[src/hw/rtl/sdn_pkg.sv]
// ----------------------------------------------------------------------------
// sdn_pkg
// Types, constants and saturating helpers for the spring-damper nudge
// integrator.
// ----------------------------------------------------------------------------
package sdn_pkg;

	localparam int DATA_WIDTH    = 32;
	localparam int FRAC_BITS_DEF = 16;
	localparam int CFG_WIDTH     = DATA_WIDTH - 1;
	localparam int CFG_IDX_WIDTH = 3;

	typedef logic signed [DATA_WIDTH-1:0] fix_t;
	typedef logic [CFG_WIDTH-1:0]         cfg_word_t;

	localparam fix_t FIX_MAX = {1'b0, {(DATA_WIDTH-1){1'b1}}};
	localparam fix_t FIX_MIN = {1'b1, {(DATA_WIDTH-1){1'b0}}};

	localparam logic REQ_TICK  = 1'b0;
	localparam logic REQ_NUDGE = 1'b1;

	typedef enum logic [CFG_IDX_WIDTH-1:0] {
		CFG_SPRING_K  = 3'd0,
		CFG_DAMPING_C = 3'd1,
		CFG_TIME_STEP = 3'd2,
		CFG_INV_STEP  = 3'd3,
		CFG_VEL_MODE  = 3'd4
	} cfg_idx_t;

	typedef struct packed {
		logic req_type;
		fix_t impulse_x;
		fix_t impulse_y;
		fix_t sensor_x;
		fix_t sensor_y;
	} req_t;

	typedef struct packed {
		fix_t accel_x;
		fix_t accel_y;
		fix_t screen_x;
		fix_t screen_y;
		fix_t direct_accel_x;
		fix_t direct_accel_y;
	} rsp_t;

	typedef struct packed {
		cfg_word_t spring_k;
		cfg_word_t damping_c;
		cfg_word_t time_step;
		cfg_word_t inv_time_step;
		logic      velocity_mode;
	} cfg_t;

	typedef struct packed {
		logic start;
		fix_t a;
		fix_t b;
	} mul_req_t;

	typedef struct packed {
		logic done;
		fix_t p;
	} mul_rsp_t;

	typedef struct packed {
		logic busy;
		logic done;
	} core_sts_t;

	typedef enum logic [1:0] {
		MS_IDLE,
		MS_RUN,
		MS_FIN
	} mul_state_t;

	typedef enum logic [2:0] {
		ST_IDLE,
		ST_KD,
		ST_CV,
		ST_DF,
		ST_DV,
		ST_AC,
		ST_SV,
		ST_DONE
	} core_state_t;

	typedef logic signed [DATA_WIDTH+1:0] wide_t;

	function automatic wide_t sx(input fix_t a);
		return {{2{a[DATA_WIDTH-1]}}, a};
	endfunction

	function automatic fix_t sat_wide(input wide_t v);
		fix_t r;
		if (v[DATA_WIDTH+1] == v[DATA_WIDTH] && v[DATA_WIDTH] == v[DATA_WIDTH-1])
			r = v[DATA_WIDTH-1:0];
		else
			r = v[DATA_WIDTH+1] ? FIX_MIN : FIX_MAX;
		return r;
	endfunction

	function automatic fix_t sat_add(input fix_t a, input fix_t b);
		return sat_wide(sx(a) + sx(b));
	endfunction

	function automatic fix_t sat_sub(input fix_t a, input fix_t b);
		return sat_wide(sx(a) - sx(b));
	endfunction

	// -a - b, saturated
	function automatic fix_t sat_neg_sub(input fix_t a, input fix_t b);
		return sat_wide(wide_t'(0) - sx(a) - sx(b));
	endfunction

endpackage

[src/hw/rtl/spring_damper_nudge_integrator.sv]
// ----------------------------------------------------------------------------
// spring_damper_nudge_integrator
// Two-axis mass-spring-damper table model in signed fixed point with
// nudge impulses and semi-implicit Euler ticks.
//
//   channel   valid       stall       payload
//   request   req_valid   req_stall   req_data (req_t)
//   result    rsp_valid   rsp_stall   rsp_data (rsp_t)
//   config    cfg_we      -           cfg_index, cfg_data
//
// A nudge updates velocity on acceptance and goes straight to done. A tick
// runs 5 products per axis (6 in velocity mode) on one bit-serial multiplier,
// one product after another, for both axes in turn.
// req_stall is high from acceptance until the result moves to the output
// register, which holds it under rsp_stall while the next request is taken.
// Reset clears state and loads the register defaults.
// ----------------------------------------------------------------------------
module spring_damper_nudge_integrator import sdn_pkg::*; #(
	parameter int FRAC_BITS = FRAC_BITS_DEF
) (
	input  logic                     clk,
	input  logic                     arst_n,
	input  logic                     req_valid,
	output logic                     req_stall,
	input  req_t                     req_data,
	output logic                     rsp_valid,
	input  logic                     rsp_stall,
	output rsp_t                     rsp_data,
	input  logic                     cfg_we,
	input  logic [CFG_IDX_WIDTH-1:0] cfg_index,
	input  logic [CFG_WIDTH-1:0]     cfg_data
);

	cfg_t      cfg_q;
	logic      rsp_valid_q;
	rsp_t      rsp_q;
	core_sts_t sts;
	rsp_t      core_rsp;
	logic      accept;
	logic      take;

	assign req_stall = sts.busy;
	assign accept    = req_valid && !req_stall;
	assign take      = sts.done && (!rsp_valid_q || !rsp_stall);

	sdn_core #(.FRAC_BITS(FRAC_BITS)) u_core (
		.clk    (clk),
		.arst_n (arst_n),
		.start  (accept),
		.req    (req_data),
		.take   (take),
		.cfg    (cfg_q),
		.sts    (sts),
		.rsp    (core_rsp)
	);

	always_ff @(posedge clk or negedge arst_n) begin
		if (!arst_n) begin
			cfg_q.spring_k      <= '0;
			cfg_q.damping_c     <= '0;
			cfg_q.time_step     <= CFG_WIDTH'(1) << (FRAC_BITS - 1);
			cfg_q.inv_time_step <= CFG_WIDTH'(2) << FRAC_BITS;
			cfg_q.velocity_mode <= 1'b0;
		end else if (cfg_we) begin
			case (cfg_idx_t'(cfg_index))
				CFG_SPRING_K:  cfg_q.spring_k      <= cfg_data;
				CFG_DAMPING_C: cfg_q.damping_c     <= cfg_data;
				CFG_TIME_STEP: cfg_q.time_step     <= cfg_data;
				CFG_INV_STEP:  cfg_q.inv_time_step <= cfg_data;
				CFG_VEL_MODE:  cfg_q.velocity_mode <= cfg_data[0];
				default: ;
			endcase
		end
	end

	always_ff @(posedge clk or negedge arst_n) begin
		if (!arst_n)
			rsp_valid_q <= 1'b0;
		else if (take)
			rsp_valid_q <= 1'b1;
		else if (!rsp_stall)
			rsp_valid_q <= 1'b0;
	end

	always_ff @(posedge clk) begin
		if (take)
			rsp_q <= core_rsp;
	end

	assign rsp_valid = rsp_valid_q;
	assign rsp_data  = rsp_q;

	a_accept_busy: assert property (@(posedge clk) disable iff (!arst_n)
		accept |=> sts.busy)
		else $error("core not busy after request accepted");

	a_take_idle: assert property (@(posedge clk) disable iff (!arst_n)
		take |=> !sts.done && !sts.busy)
		else $error("core did not return to idle after hand-off");

	a_take_valid: assert property (@(posedge clk) disable iff (!arst_n)
		take |=> rsp_valid)
		else $error("result lost on hand-off to output register");

endmodule

[src/hw/rtl/sdn_mul.sv]
// ----------------------------------------------------------------------------
// sdn_mul
// Bit-serial fixed-point multiplier: one multiplier bit per cycle, floor
// scaling by 2^FRAC_BITS and saturation in a final step.
// ----------------------------------------------------------------------------
module sdn_mul import sdn_pkg::*; #(
	parameter int FRAC_BITS = FRAC_BITS_DEF
) (
	input  logic     clk,
	input  logic     arst_n,
	input  mul_req_t mreq,
	output mul_rsp_t mrsp
);

	localparam int W  = DATA_WIDTH;
	localparam int CW = $clog2(W + 1);
	localparam logic [W:0] HALF = (W + 1)'(1) << (W - 1);

	mul_state_t st_q, st_d;
	logic [CW-1:0]  cnt_q;
	logic [W-1:0]   mcand_q;
	logic [2*W:0]   prod_q;
	logic           neg_q;
	fix_t           p_q;
	logic           done_q;

	logic [W-1:0]   ma, mb;
	logic [W:0]     sum;
	logic [2*W-1:0] full;
	logic           upper, rem;
	logic [W:0]     qa;
	fix_t           res;

	assign ma = mreq.a[W-1] ? (~mreq.a + W'(1)) : mreq.a;
	assign mb = mreq.b[W-1] ? (~mreq.b + W'(1)) : mreq.b;
	assign sum = prod_q[2*W:W] + (prod_q[0] ? {1'b0, mcand_q} : (W + 1)'(0));

	assign full  = prod_q[2*W-1:0];
	assign upper = |full[2*W-1:FRAC_BITS+W];
	assign rem   = |full[FRAC_BITS-1:0];
	assign qa    = {1'b0, full[FRAC_BITS+W-1:FRAC_BITS]} + (W + 1)'(neg_q & rem);

	always_comb begin
		if (neg_q) begin
			if (upper || qa > HALF)
				res = FIX_MIN;
			else
				res = -qa[W-1:0];
		end else begin
			if (upper || qa[W] || qa[W-1])
				res = FIX_MAX;
			else
				res = qa[W-1:0];
		end
	end

	always_comb begin
		st_d = st_q;
		case (st_q)
			MS_IDLE: if (mreq.start) st_d = MS_RUN;
			MS_RUN:  if (cnt_q == CW'(1)) st_d = MS_FIN;
			MS_FIN:  st_d = MS_IDLE;
			default: st_d = MS_IDLE;
		endcase
	end

	always_ff @(posedge clk or negedge arst_n) begin
		if (!arst_n) begin
			st_q   <= MS_IDLE;
			done_q <= 1'b0;
		end else begin
			st_q   <= st_d;
			done_q <= (st_q == MS_FIN);
		end
	end

	always_ff @(posedge clk) begin
		case (st_q)
			MS_IDLE: begin
				if (mreq.start) begin
					mcand_q <= ma;
					prod_q  <= {(W + 1)'(0), mb};
					neg_q   <= mreq.a[W-1] ^ mreq.b[W-1];
					cnt_q   <= CW'(W);
				end
			end
			MS_RUN: begin
				prod_q <= {1'b0, sum, prod_q[W-1:1]};
				cnt_q  <= cnt_q - CW'(1);
			end
			MS_FIN: p_q <= res;
			default: ;
		endcase
	end

	assign mrsp.done = done_q;
	assign mrsp.p    = p_q;

endmodule

[src/hw/rtl/sdn_core.sv]
// ----------------------------------------------------------------------------
// sdn_core
// Sequencer and table state: steps each axis through the chain of products
// on the shared serial multiplier; nudges update velocity directly.
// ----------------------------------------------------------------------------
module sdn_core import sdn_pkg::*; #(
	parameter int FRAC_BITS = FRAC_BITS_DEF
) (
	input  logic      clk,
	input  logic      arst_n,
	input  logic      start,
	input  req_t      req,
	input  logic      take,
	input  cfg_t      cfg,
	output core_sts_t sts,
	output rsp_t      rsp
);

	core_state_t st_q, st_d;
	logic     ax_q;
	logic     wait_q;
	req_t     item_q;
	fix_t     tmp_q;
	fix_t     old_q;
	fix_t     vel_q  [2];
	fix_t     disp_q [2];
	fix_t     acc_q  [2];
	fix_t     prev_q [2];
	fix_t     dir_q  [2];

	mul_req_t mreq;
	mul_rsp_t mrsp;
	logic     op_st;
	logic     fin;
	fix_t     vel, disp, sensor;

	sdn_mul #(.FRAC_BITS(FRAC_BITS)) u_mul (
		.clk    (clk),
		.arst_n (arst_n),
		.mreq   (mreq),
		.mrsp   (mrsp)
	);

	assign vel    = vel_q[ax_q];
	assign disp   = disp_q[ax_q];
	assign sensor = ax_q ? item_q.sensor_y : item_q.sensor_x;
	assign op_st  = st_q inside {ST_KD, ST_CV, ST_DF, ST_DV, ST_AC, ST_SV};
	assign fin    = wait_q && mrsp.done;

	always_comb begin
		mreq.start = op_st && !wait_q;
		mreq.a     = fix_t'({1'b0, cfg.spring_k});
		mreq.b     = disp;
		case (st_q)
			ST_CV: begin
				mreq.a = fix_t'({1'b0, cfg.damping_c});
				mreq.b = vel;
			end
			ST_DF: begin
				mreq.a = fix_t'({1'b0, cfg.time_step});
				mreq.b = tmp_q;
			end
			ST_DV: begin
				mreq.a = fix_t'({1'b0, cfg.time_step});
				mreq.b = vel;
			end
			ST_AC: begin
				mreq.a = sat_sub(vel, old_q);
				mreq.b = fix_t'({1'b0, cfg.inv_time_step});
			end
			ST_SV: begin
				mreq.a = sat_sub(sensor, prev_q[ax_q]);
				mreq.b = fix_t'({1'b0, cfg.inv_time_step});
			end
			default: ;
		endcase
	end

	always_comb begin
		st_d = st_q;
		case (st_q)
			ST_IDLE: if (start) st_d = (req.req_type == REQ_NUDGE) ? ST_DONE : ST_KD;
			ST_KD:   if (fin) st_d = ST_CV;
			ST_CV:   if (fin) st_d = ST_DF;
			ST_DF:   if (fin) st_d = ST_DV;
			ST_DV:   if (fin) st_d = ST_AC;
			ST_AC: begin
				if (fin) begin
					if (cfg.velocity_mode)
						st_d = ST_SV;
					else
						st_d = ax_q ? ST_DONE : ST_KD;
				end
			end
			ST_SV:   if (fin) st_d = ax_q ? ST_DONE : ST_KD;
			ST_DONE: if (take) st_d = ST_IDLE;
			default: st_d = ST_IDLE;
		endcase
	end

	always_ff @(posedge clk or negedge arst_n) begin
		if (!arst_n) begin
			st_q   <= ST_IDLE;
			ax_q   <= 1'b0;
			wait_q <= 1'b0;
			vel_q  <= '{default: '0};
			disp_q <= '{default: '0};
			acc_q  <= '{default: '0};
			prev_q <= '{default: '0};
			dir_q  <= '{default: '0};
		end else begin
			st_q <= st_d;
			if (mreq.start)
				wait_q <= 1'b1;
			else if (mrsp.done)
				wait_q <= 1'b0;
			if (st_q == ST_IDLE && start) begin
				ax_q <= 1'b0;
				if (req.req_type == REQ_NUDGE) begin
					vel_q[0] <= sat_add(vel_q[0], req.impulse_x);
					vel_q[1] <= sat_sub(vel_q[1], req.impulse_y);
				end
			end
			if (fin) begin
				case (st_q)
					ST_DF: vel_q[ax_q]  <= sat_add(vel, mrsp.p);
					ST_DV: disp_q[ax_q] <= sat_add(disp, mrsp.p);
					ST_AC: begin
						acc_q[ax_q] <= mrsp.p;
						if (!cfg.velocity_mode) begin
							dir_q[ax_q] <= sensor;
							ax_q        <= 1'b1;
						end
					end
					ST_SV: begin
						acc_q[ax_q]  <= sat_add(acc_q[ax_q], mrsp.p);
						prev_q[ax_q] <= sensor;
						dir_q[ax_q]  <= '0;
						ax_q         <= 1'b1;
					end
					default: ;
				endcase
			end
		end
	end

	always_ff @(posedge clk) begin
		if (st_q == ST_IDLE && start)
			item_q <= req;
		if (fin) begin
			case (st_q)
				ST_KD: tmp_q <= mrsp.p;
				ST_CV: tmp_q <= sat_neg_sub(tmp_q, mrsp.p);
				ST_DF: old_q <= vel;
				default: ;
			endcase
		end
	end

	assign sts.busy = (st_q != ST_IDLE);
	assign sts.done = (st_q == ST_DONE);

	assign rsp.accel_x        = acc_q[0];
	assign rsp.accel_y        = acc_q[1];
	assign rsp.screen_x       = disp_q[0];
	assign rsp.screen_y       = sat_sub('0, disp_q[1]);
	assign rsp.direct_accel_x = dir_q[0];
	assign rsp.direct_accel_y = dir_q[1];

endmodule
[config.mk]
export PLATFORM = sky130hd
export DESIGN_NAME = spring_damper_nudge_integrator
export DESIGN_NICKNAME = d
export VERILOG_FILES = /design/src/hw/rtl/sdn_pkg.sv /design/src/hw/rtl/spring_damper_nudge_integrator.sv /design/src/hw/rtl/sdn_mul.sv /design/src/hw/rtl/sdn_core.sv
export SDC_FILE = /design/constraint.sdc
export NUM_CORES = 2
export LEC_CHECK = 0
export BUFFER_PORTS_ARGS = -buffer_cell sky130_fd_sc_hd__buf_2
export CORE_MARGIN = 2
export CORE_UTILIZATION = 60
export CTS_CLUSTER_DIAMETER = 30
export DETAILED_ROUTE_END_ITERATION = 7
export PLACE_DENSITY = 0.89
export SYNTH_ARGS = -nofsm -noshare
export SYNTH_HDL_FRONTEND = slang
export SYNTH_HIERARCHICAL = 1
export SYNTH_SLANG_ARGS = --single-unit
[constraint.sdc]
create_clock -name clk -period 27.1 [get_ports clk]
set_input_delay 5.42 -clock clk [delete_from_list [all_inputs] [get_ports clk]]
set_output_delay 5.42 -clock clk [all_outputs]
set_load 0.02 [all_outputs]
==> reports/qor.csv <==
stage,metric,value,unit
pwr,switching share of total power,27.12,%
clock_network,CTS tree,built,
critical_path,Buf/Inv on CP,2,
floorplan,Initial Util,60.52,%
pwr,sequential power share,38.5,%
min_path,Hold Crit Class,register to register,
final_layout,layout cells sized above 1,17.53,%
critical_path,critical path type,register to register,
floorplan,die area,99920,sq um
global_routing,GRT Residual Overflow,0,
synth,"Distinct cells, synth",121,
drt,1st-iter DRT viols,7176,
sta,final clock skew,0.08316,ns
sta,Final Max Slew Viols,0,
synth,Mapped Cells,6062,
sta,min cycle time layout,9.248,ns
synth,Synth area leaders,"edfxtp_1, dfrtp_1, ha_1",
critical_path,critical-path cell list,buf_4 -> mux2i_1 -> ha_1 -> inv_1 -> fa_1 -> a211oi_1 -> o21a_1 -> o211a_1 -> o21ba_2 -> nor2_1 -> a41oi_1 -> o21ai_2 -> and2_1 -> a211oi_1 -> a21oi_1 -> nor4_1 -> nand3_1 -> o21ai_0 -> o21a_1 -> a21boi_0 -> and2_1 -> nand2_1 -> xor2_1,
pwr,Internal Power,3.090,mW
clock_network,"Clk Latency, worst-skew pair",0.81,ns
synth,syn nets,6569,
final_layout,"Design Area, Final",67250,sq um
clock_network,Root Buffer,clkbuf_16,
outcome,status,finished with violations,
floorplan,FP Rows,114,
final_layout,Final nets,6850,
critical_path,CP Launch Type,register,
critical_path,Crit. End Element,register,
synth,"EDFF count, synth",455,
clock_network,H-Tree Depth,4,
floorplan,die height,316.1,um
synth,post-synthesis cell area,58440,sq um
critical_path,"CP delay by family, top",compound AO/OA/AOI/OAI gates,
clock_network,Bufs on Longest Clock Path,3,
global_routing,vias in the first global route,50602,
sta,"Hold Violations, Final",0,
final_layout,Area Growth Syn to Fin,15.07,%
sta,Worst slew margin,11.96,%
pwr,P_sw,1.150,mW
final_layout,area of the multi-input gates,31180,sq um
drt,WL/cell,24.90,um
final_layout,filler instances,6635,
critical_path,Crit path largest cell delay,0.81,ns
sta,Least-Margin Pin Slew,1.313,ns
placed_design,I/O Buffers,361,
synth,Synth async-reset ratio,49.94,%
global_routing,total track usage,38.15,%
floorplan,Core Box Area,96570,sq um
pwr,Pleak,30.80,nW
clock_network,clock-pin slew of the registers on the worst-case setup and hold paths,0.06,ns
clock_network,post-cts sizing count,0,
pwr,worst ir drop on vdd,81.38,uV
pwr,Comb pwr share,9.5,%
clock_network,clock sink count,909,
pwr,clock share of power,51.9,%
drt,Final ANT Viol Nets,0,
clock_network,number of CTS-inserted buffers,174,
placed_design,DP Area,61100,sq um
outcome,failing checks,design-rule violations,
floorplan,Die W,316.1,um
sta,final setup violation count,0,
flow_run,MaxCap Viol Count,0,
drt,Routed WL,193800,um
synth,most common cell in the synthesized netlist,nand2_1,
floorplan,Ports,362,
final_layout,register area,25040,sq um
critical_path,highest-delay cell along the critical path,dfrtp_4,
synth,synth cell count leaders,"nand2_1, a21oi_1, edfxtp_1, dfrtp_1, o21ai_0",
drt,Post-route DRC,16,
drt,First-pass DRT Iterations,8,
placed_design,GP Congestion,0.9867,
synth,Synth warnings,6,
sta,Max Freq,108.1,MHz
critical_path,WP data required,27.61,ns
synth,Post-Synthesis Mean Instance Area,9.641,sq um
synth,sequential share of the synthesized area,42.82,%
sta,Post-Route Setup TNS,0,ns
synth,Post-synth top flop,edfxtp_1,
synth,"area leader, netlist",edfxtp_1,
placed_design,DP Wirelength,132600,um
sta,RSZ-0062 raised after global routing,no,
clock_network,post-CTS setup buffers,0,
clock_network,# hold bufs at CTS,0,
global_routing,largest net degree at the start of global routing,162,
synth,Synth top area share,23.38,%
critical_path,worst-path maximum fanout,50,
global_routing,initial antenna violation count,29,
drt,via count,52515,
global_routing,first-pass GRT wire length,295000,um
synth,#FFs+latches synth,909,
critical_path,CP Data Arrival Time,9.75,ns
drt,via density per instance,6.747,
pwr,PwrDens,63.05,nW/um^2
sta,Tcrit/Tclk final,34.13,%
## logic make-up (layout without fill, tap and decap cells)
| family | Yosys count | in the layout | share of synthesized area [%] |
|---|---|---|---|
| buffers and inverters | 564 | 995 | 4.080 |
| flip-flops | 909 | 909 | 42.82 |
| XOR/XNOR | 353 | 353 | 5.290 |
| AO/OA/AOI/OAI | 1782 | 1782 | 19.71 |
| adder cells (fa/ha/maj) | 339 | 339 | 7.373 |
| other | 0 | 15 | 0 |
| AND/OR/NAND/NOR | 1768 | 1768 | 14.14 |
| multiplexers | 347 | 347 | 6.579 |
## placed cells by master (no fill, tap or decap), types with 60 or more instances in the layout
cell type / count
a211oi_1: 68
a21o_1: 153
a21oi_1: 483
a22oi_1: 92
a31oi_1: 65
and2_1: 77
buf_2: 360
buf_4: 75
clkbuf_16: 175
dfrtp_1: 448
edfxtp_1: 455
ha_1: 330
inv_1: 230
mux2_2: 281
nand2_1: 763
nand3_1: 95
nor2_1: 380
nor3_1: 70
o211ai_1: 62
o21a_1: 81
o21ai_0: 424
o221ai_1: 60
xnor2_1: 205
xor2_1: 148
## state kept, by name, indices dropped and copies added, names as in the netlist, 64 cells and up
register and flops:
rsp_data 192, u_core/u_mul/prod_q 64, cfg_q 125, u_core/vel_q 64
u_core/rsp 160, u_core/item_q 64, u_core/prev_q 64
## through the flow
step	total power [mW]	worst slack, ns	hold slack, ns	utilization, %	std cells
floorplan	1.901	4.675	0.4248	-	6062
global placement	2.013	17.55	0.4289	63.28	7443
detailed placement	2.035	17.53	0.4324	63.28	7443
CTS	4.230	18.29	0.4364	69.61	7769
global route	4.358	17.53	0.4548	69.62	7775
finish	4.240	17.85	0.4354	69.65	7784
## final cells by class
type / count / area share, %
clock buffer: 203 / 6.832
antenna: 15 / 0.05581
timing repair buffer: 438 / 3.598
tap: 1276 / 2.374
multi-input combinational: 4589 / 46.37
inverter: 231 / 1.289
clock inverter: 123 / 2.259
sequential: 909 / 37.23
## power groups by stage
stage	sequential, mW	clock (mW)	combinational [mW]
2_1_floorplan	1.60	0	0.301
3_3_place_gp	1.64	0	0.370
3_5_place_dp	1.65	0	0.385
4_1_cts	1.63	2.21	0.394
5_1_grt	1.64	2.28	0.439
6_report	1.63	2.20	0.405
## routing by layer
layer	routed length, um	share of wire [%]	global-route usage, %	vias to the layer above
met5	219	0.11	0	-
met4	14690	7.6	24.38	34
met3	22940	12	10.43	906
met2	86620	45	59.34	3659
met1	69340	36	47.12	25074
li1	-	-	-	22842
## worst paths after layout
| check | from | endpoint | slack (ns) | depth (start not counted) |
|---|---|---|---|---|
| setup / recovery | u_core/ax_q | u_core/u_mul/mcand_q[28] | 17.85 | 23 |
| hold / removal | u_core/rsp[39] | rsp_data[39] | 0.44 | 0 |
| setup reg to reg | u_core/ax_q | u_core/u_mul/mcand_q[28] | 17.85 | 23 |
| hold reg to reg | u_core/rsp[39] | rsp_data[39] | 0.44 | 0 |
| max in group asynchronous | arst_n | u_core/disp_q[2] | 19.32 | 4 |
| min in group asynchronous | arst_n | u_core/rsp[41] | 4.60 | 1 |
No activity file was read; power rests on OpenSTA's default activity.
